## config.mk

```make
export PLATFORM = sky130hd
export DESIGN_NAME = irm_angle
export DESIGN_NICKNAME = d
export VERILOG_FILES = /design/src/hdl/irm_pkg.sv /design/src/hdl/irm_angle.sv
export VERILOG_INCLUDE_DIRS = /design/src /design/src/hdl
export SDC_FILE = /design/constraint.sdc
export NUM_CORES = 1
export LEC_CHECK = 0
export ABC_AREA = 1
export BUFFER_PORTS_ARGS = -buffer_cell sky130_fd_sc_hd__buf_2
export CAP_MARGIN = 20
export CORE_MARGIN = 2
export CORE_UTILIZATION = 30
export DETAILED_ROUTE_END_ITERATION = 16
export GPL_TIMING_DRIVEN = 0
export PLACE_DENSITY = 0.57
export SETUP_SLACK_MARGIN = 0.5
export SYNTH_ARGS = -nofsm -noshare
export SYNTH_HDL_FRONTEND = slang
export SYNTH_SLANG_ARGS = --single-unit
export TNS_END_PERCENT = 10
```

## constraint.sdc

```tcl
create_clock -name i_clk -period 11.45 [get_ports i_clk]
set_input_delay 1.7175 -clock i_clk [delete_from_list [all_inputs] [get_ports i_clk]]
set_output_delay 1.7175 -clock i_clk [all_outputs]
set_load 0.01 [all_outputs]
```

## src/hdl/assert_macros.svh

```systemverilog
// Assertion helpers shared by the RTL files.
`ifndef ASSERT_MACROS_SVH
`define ASSERT_MACROS_SVH

// Same-cycle implication.
`define ASSERT_IMPL(label, clk, rst_n, ante, cons, msg) \
    label: assert property (@(posedge clk) disable iff (!rst_n) (ante) |-> (cons)) \
        else $error(msg);

// Next-cycle implication.
`define ASSERT_NEXT(label, clk, rst_n, ante, cons, msg) \
    label: assert property (@(posedge clk) disable iff (!rst_n) (ante) |=> (cons)) \
        else $error(msg);

`endif

```

## src/hdl/irm_pkg.sv

```systemverilog
package irm_pkg;

    // geometry
    localparam int MAX_DIM   = 256;
    localparam int DIM_W     = $clog2(MAX_DIM);
    localparam int ADDR_W    = 2 * DIM_W;
    localparam int MEM_DEPTH = MAX_DIM * MAX_DIM;
    localparam int ROW_W     = 9;
    localparam int PIX_W     = 24;
    localparam logic [ROW_W-1:0] MAX_DIM_V = ROW_W'(MAX_DIM);

    // fixed point
    localparam int TRIG_FRAC_BITS = 14;
    localparam int TRIG_W         = TRIG_FRAC_BITS + 2;
    localparam int DELTA_W        = ROW_W + 1;
    localparam int PROD_W         = TRIG_W + DELTA_W;
    localparam int SUM_W          = PROD_W + 1;
    localparam int COORD_W        = SUM_W - TRIG_FRAC_BITS;
    localparam int MID_W          = ROW_W - 1;

    // configuration port
    localparam int CFG_W     = 16;
    localparam int CFG_IDX_W = 2;
    localparam logic [CFG_IDX_W-1:0] CFG_SRC_HEIGHT = 2'd0;
    localparam logic [CFG_IDX_W-1:0] CFG_SRC_WIDTH  = 2'd1;
    localparam logic [CFG_IDX_W-1:0] CFG_ANGLE_DEG  = 2'd2;

    // commands
    localparam logic CMD_LOAD  = 1'b0;
    localparam logic CMD_QUERY = 1'b1;

    // angle reduction: q = floor(|a| * 2912 / 2^20) is at most one short of |a| / 360
    localparam int DEG_W     = 9;
    localparam int QIDX_W    = 7;
    localparam int ANG_MUL_W = 12;
    localparam int ANG_Q_W   = 7;
    localparam int ANG_SHIFT = 20;
    localparam logic [ANG_MUL_W-1:0] ANG_RECIP = 12'd2912;
    localparam logic [DEG_W-1:0] DEG_90  = 9'd90;
    localparam logic [DEG_W-1:0] DEG_180 = 9'd180;
    localparam logic [DEG_W-1:0] DEG_270 = 9'd270;
    localparam logic [DEG_W-1:0] DEG_360 = 9'd360;

    typedef struct packed {
        logic              cmd;
        logic [ROW_W-1:0]  row;
        logic [ROW_W-1:0]  col;
        logic [PIX_W-1:0]  pixel_in;
    } t_in_word;

    typedef struct packed {
        logic [PIX_W-1:0]  pixel_out;
        logic              covered;
    } t_out_word;

    typedef struct packed {
        logic signed [TRIG_W-1:0] cos_v;
        logic signed [TRIG_W-1:0] sin_v;
    } t_trig;

    // quarter-wave sine table, magnitude only
    typedef logic [TRIG_W-2:0] t_sin_tab [0:90];

    localparam logic [47:0] PI_Q46 = 48'hC90FDAA22169;
    localparam logic [15:0] TAYLOR_DEN [1:15] = '{16'd6, 16'd20, 16'd42, 16'd72, 16'd110,
        16'd156, 16'd210, 16'd272, 16'd342, 16'd420, 16'd506, 16'd600, 16'd702, 16'd812,
        16'd930};

    // Q30 Taylor series per whole degree, rounded half up to TRIG_FRAC_BITS
    function automatic t_sin_tab build_sin_tab();
        t_sin_tab    tab;
        logic [63:0] x;
        logic [63:0] term;
        logic [63:0] sum;
        logic [63:0] v;
        for (int d = 0; d <= 90; d++) begin
            x = (64'(d) * 64'(PI_Q46)) / 64'd180;
            x = (x + 64'd32768) >> 16;
            term = x;
            sum = x;
            for (int k = 1; k < 16; k++) begin
                term = (term * x) >> 30;
                term = (term * x) >> 30;
                term = term / 64'(TAYLOR_DEN[k]);
                if (k % 2 == 1) begin
                    sum = (sum >= term) ? sum - term : 64'd0;
                end else begin
                    sum = sum + term;
                end
            end
            v = (sum + (64'd1 << (29 - TRIG_FRAC_BITS))) >> (30 - TRIG_FRAC_BITS);
            tab[d] = v[TRIG_W-2:0];
        end
        return tab;
    endfunction

    localparam t_sin_tab SIN_TAB = build_sin_tab();

    // sine of d degrees, 0 <= d < 360, by quadrant symmetry
    function automatic logic signed [TRIG_W-1:0] sin_deg(input logic [DEG_W-1:0] d);
        logic [DEG_W-1:0]  idx;
        logic              neg;
        logic [TRIG_W-1:0] mag;
        if (d <= DEG_90) begin
            idx = d;
            neg = 1'b0;
        end else if (d <= DEG_180) begin
            idx = DEG_180 - d;
            neg = 1'b0;
        end else if (d <= DEG_270) begin
            idx = d - DEG_180;
            neg = 1'b1;
        end else begin
            idx = DEG_360 - d;
            neg = 1'b1;
        end
        mag = {1'b0, SIN_TAB[idx[QIDX_W-1:0]]};
        return neg ? -$signed(mag) : $signed(mag);
    endfunction

endpackage

```

## src/hdl/irm_angle.sv

```systemverilog
`include "assert_macros.svh"

module irm_angle (
    input  logic                       i_clk,
    input  logic                       i_rst_n,
    input  logic                       i_we,
    input  logic [irm_pkg::CFG_W-1:0]  i_angle,
    output irm_pkg::t_trig             o_trig
);

    logic                                           r_neg;
    logic [irm_pkg::CFG_W-1:0]                      r_abs;
    logic [irm_pkg::ANG_Q_W-1:0]                    r_q;
    logic [irm_pkg::DEG_W-1:0]                      r_dred;
    logic [irm_pkg::DEG_W-1:0]                      n_dred;
    logic [irm_pkg::CFG_W-1:0]                      abs_in;
    logic [irm_pkg::CFG_W+irm_pkg::ANG_MUL_W-1:0]   prod;
    logic [irm_pkg::CFG_W-1:0]                      rem_full;
    logic [irm_pkg::DEG_W:0]                        rem;
    logic [irm_pkg::DEG_W:0]                        rem_fix;
    logic [irm_pkg::DEG_W-1:0]                      cos_idx;

    // stage A: magnitude and approximate quotient, taken at the write
    assign abs_in = i_angle[irm_pkg::CFG_W-1] ? (~i_angle + 1'b1) : i_angle;
    assign prod   = {{irm_pkg::ANG_MUL_W{1'b0}}, abs_in}
                  * {{irm_pkg::CFG_W{1'b0}}, irm_pkg::ANG_RECIP};

    // stage B: remainder, one correction, C sign rule folded to 0..359
    assign rem_full = r_abs - (irm_pkg::CFG_W'(r_q) * irm_pkg::CFG_W'(irm_pkg::DEG_360));
    assign rem      = rem_full[irm_pkg::DEG_W:0];
    assign rem_fix  = (rem >= {1'b0, irm_pkg::DEG_360}) ? rem - {1'b0, irm_pkg::DEG_360} : rem;
    assign n_dred   = (r_neg && rem_fix != '0)
                    ? irm_pkg::DEG_W'({1'b0, irm_pkg::DEG_360} - rem_fix)
                    : rem_fix[irm_pkg::DEG_W-1:0];

    always_ff @(posedge i_clk) begin
        if (!i_rst_n) begin
            r_neg  <= 1'b0;
            r_abs  <= '0;
            r_q    <= '0;
            r_dred <= '0;
        end else begin
            if (i_we) begin
                r_neg <= i_angle[irm_pkg::CFG_W-1];
                r_abs <= abs_in;
                r_q   <= prod[irm_pkg::ANG_SHIFT +: irm_pkg::ANG_Q_W];
            end
            r_dred <= n_dred;
        end
    end

    // cos(d) = sin(d + 90)
    assign cos_idx = (r_dred >= irm_pkg::DEG_270) ? r_dred - irm_pkg::DEG_270
                                                  : r_dred + irm_pkg::DEG_90;
    assign o_trig.sin_v = irm_pkg::sin_deg(r_dred);
    assign o_trig.cos_v = irm_pkg::sin_deg(cos_idx);

    `ASSERT_IMPL(a_deg_range, i_clk, i_rst_n, 1'b1, r_dred < irm_pkg::DEG_360, "angle out of range")

endmodule
```

==> results.sh <==
export IMPL_slew_headroom_pct=30.9
export IMPL_core_area_sq_mm=0.0323
export IMPL_synth_fa_ha_area_share_pct=21.6
export IMPL_diodes=0
export IMPL_r2r_end="r_dred[6]"
export IMPL_worstPathMaxFanout=15
export IMPL_dp_hpwl_mm=26.7
export IMPL_nFillCells=3659
export IMPL_die_w_microns=185
export IMPL_via_count=10931
export IMPL_syn_cell_area_sq_mm=0.00978
export IMPL_rr_worst_depth=21
export IMPL_tns_ns=0
export IMPL_start_util_pct=30.3
export IMPL_ios=51
export IMPL_antenna_found_initial=0
export IMPL_rrSetupSlack_ns=6.89
export IMPL_areaGrowthSynthToFinish_pct=9.00
export IMPL_critPathLaunchType="flop"
export IMPL_drv_cap=0
export IMPL_track_usage_pct=19.1
export IMPL_hold_viol=0
export IMPL_core_rowCount=66
export IMPL_critPathMaxStageDelay_ns=0.65
export IMPL_htree_levels=1
export IMPL_crit_slowest_cell="clkbuf_1"
export IMPL_arrival_ns=6.16
export IMPL_clockRootBuffer="clkbuf_16"
export IMPL_ys_top_cells_by_area="nand2_1, ha_1, nand3_1, inv_1, fa_1"
export IMPL_synth_top_area_cell="nand2_1"
export IMPL_grt_pass1_vias=10317
export IMPL_crit_path_frequent_cell="nand2_1"
export IMPL_ys_types=55
export IMPL_crit_start="r_dred[0]"
export IMPL_drt_pass1_iterations=5
export IMPL_cp_end_kind="primary output"
export IMPL_worstHoldStart="r_abs[0]"
export IMPL_synth_most_common_cell="nand2_1"
export IMPL_yosysWarnings=0
export IMPL_async_reset_ff_share_pct=0
export IMPL_cts_tree="built"
export IMPL_numClockSinks=27
export IMPL_yosys_area_share_simple_pct=40.2
export IMPL_slew_violations=0
export IMPL_synthMuxAreaShare_pct=0
export IMPL_rsz0062_at_grt="false"
export IMPL_regToRegStartpoint="r_q[2]"
export IMPL_syn_inst=1668
export IMPL_final_period_minus_worst_setup_slack_ns=7.87
export IMPL_worstSkewPairLatency_ns=0.26
export IMPL_vias_per_cell=5.05
export IMPL_dieArea_sq_mm=0.0341
export IMPL_gp_congestion=0.978
export IMPL_crit_type="reg -> out"
export IMPL_syn_nets=1831
export IMPL_synth_xor_area_share_pct=5.35
export IMPL_grt_ovfl_total=0
export IMPL_critPathRequiredTime_ns=9.73
export IMPL_ys_seq_area_share_pct=5.53
export IMPL_path_clk_slew_ns=0.07
export IMPL_cts_max_path_buffers=2
export IMPL_drtIter0Drc=1044
export IMPL_cts_resized=0
export IMPL_worst_slew_pin_slew_ns=1.03
export IMPL_grt_pass1_wl_mm=52.9
export IMPL_synthTopCellsByCount="nand2_1, inv_1, nand3_1"
export IMPL_crit_path_end="o_trig[13]"
export IMPL_synth_ff_type="dfxtp_1"
export IMPL_synth_compound_area_share_pct=14.1
export IMPL_drc=0
export IMPL_min_path_type="reg -> reg"
export IMPL_cts_setup_buffers=0
export IMPL_avgSynthCellArea_sq_um=5.86
export IMPL_synth_seq_cells=27
export IMPL_wl_mm=32.7
export IMPL_routedWlPerCell_microns=15.1
export IMPL_layout_drive_gt1_share_pct=11.3
export IMPL_die_h_microns=185
export IMPL_synth_edff_count=0
export IMPL_max_freq_mhz=127
export IMPL_netlist_area_leader_share_pct=17.7
export IMPL_port_buffers=49
export IMPL_status="completed"
export IMPL_synth_top_family_by_area="simple AND/OR/NAND/NOR gates"
export IMPL_cts_buffers=3
export IMPL_cts_hold_buf=0
export IMPL_setup_violations=0
export IMPL_worst_clock_skew_ns=0.00319
export IMPL_timing_final_crit_share_pct=68.8
export IMPL_nets=1885
export IMPL_antenna_left=0
export IMPL_grt_max_degree=17
-- per-layer routing --
metal  up-vias  track usage (%)  routed length (microns)
li1       5448                -                        -
met1      4949             25.5                    14200
met2       451             32.3                    15200
met3        83             1.46                     2210
met4         0             6.53                     1120
met5         -                0                        0
-- how the worst min path moves through the flow --
stage                      to  slack, ns  cells past startpoint
finish              r_dred[0]       0.46                      2
global route        r_dred[0]       0.49                      2
CTS                 r_dred[0]       0.46                      2
detailed placement  r_dred[0]       0.45                      2
global placement    r_dred[0]       0.46                      2
floorplan           r_dred[0]       0.42                      2
-- stage by stage --
stage	setup slack (ns)	instances	hold WS [ns]	util [%]	area [sq um]
6_report	3.58	2163	0.461	33.0	10700
5_1_grt	2.96	2163	0.488	33.0	10700
4_1_cts	3.60	2163	0.464	33.0	10700
3_5_place_dp	3.89	2159	0.454	32.8	10600
3_3_place_gp	3.90	2159	0.464	32.8	10600
2_1_floorplan	4.86	1668	0.417	-	9780
-- cells by family after synthesis --
group	after synthesis
xor+xnor	58
fa+ha+maj	144
simple gates	883
buf+inv	319
compound gates	237
flops	27
-- worst max-delay path, delay by kind of cell, from the launching register on --
family	cells	cell delay, ns
simple gates	16	1.98
buf+inv	8	2.04
fa+ha+maj	2	0.66
flops	1	0.53
compound gates	3	0.66
-- placed cells by master, fill, tap and decap left out, types with 4 or more instances in the layout --
cell type / count
buf_6: 5
nand4_1: 15
clkbuf_1: 14
nand3_1: 178
fa_1: 41
a31oi_1: 4
inv_1: 236
o211ai_1: 18
nand2_1: 462
ha_1: 103
xor2_1: 43
nor2_1: 131
xnor2_1: 13
nor2_4: 7
nand3b_1: 7
o21ai_0: 74
buf_4: 11
nor3_1: 19
a21oi_1: 84
nand2_4: 9
o21ai_1: 22
a21o_1: 4
nor2_2: 9
inv_2: 28
nand2_2: 30
buf_2: 69
dfxtp_1: 27
nand3_2: 5
-- final cells by class --
class	count	area, sq um	area share (%)
inverters	267	1000	9.40
repair buffers	49	245	2.30
clock inverters	1	7.51	0.0704
plain buffers	52	299	2.80
well taps	442	553	5.19
multi-input cells	1322	7940	74.5
clock buffers	3	75.1	0.704
flip-flops and latches	27	541	5.07
-- registers in the layout, summed over array words and instances, names as in the netlist --
signal / cells
r_abs: 10
r_dred: 9
r_neg: 1
r_q: 7
Power is not shown: default switching activity piles up to over one toggle a cycle in this logic, so the estimate is an artifact.
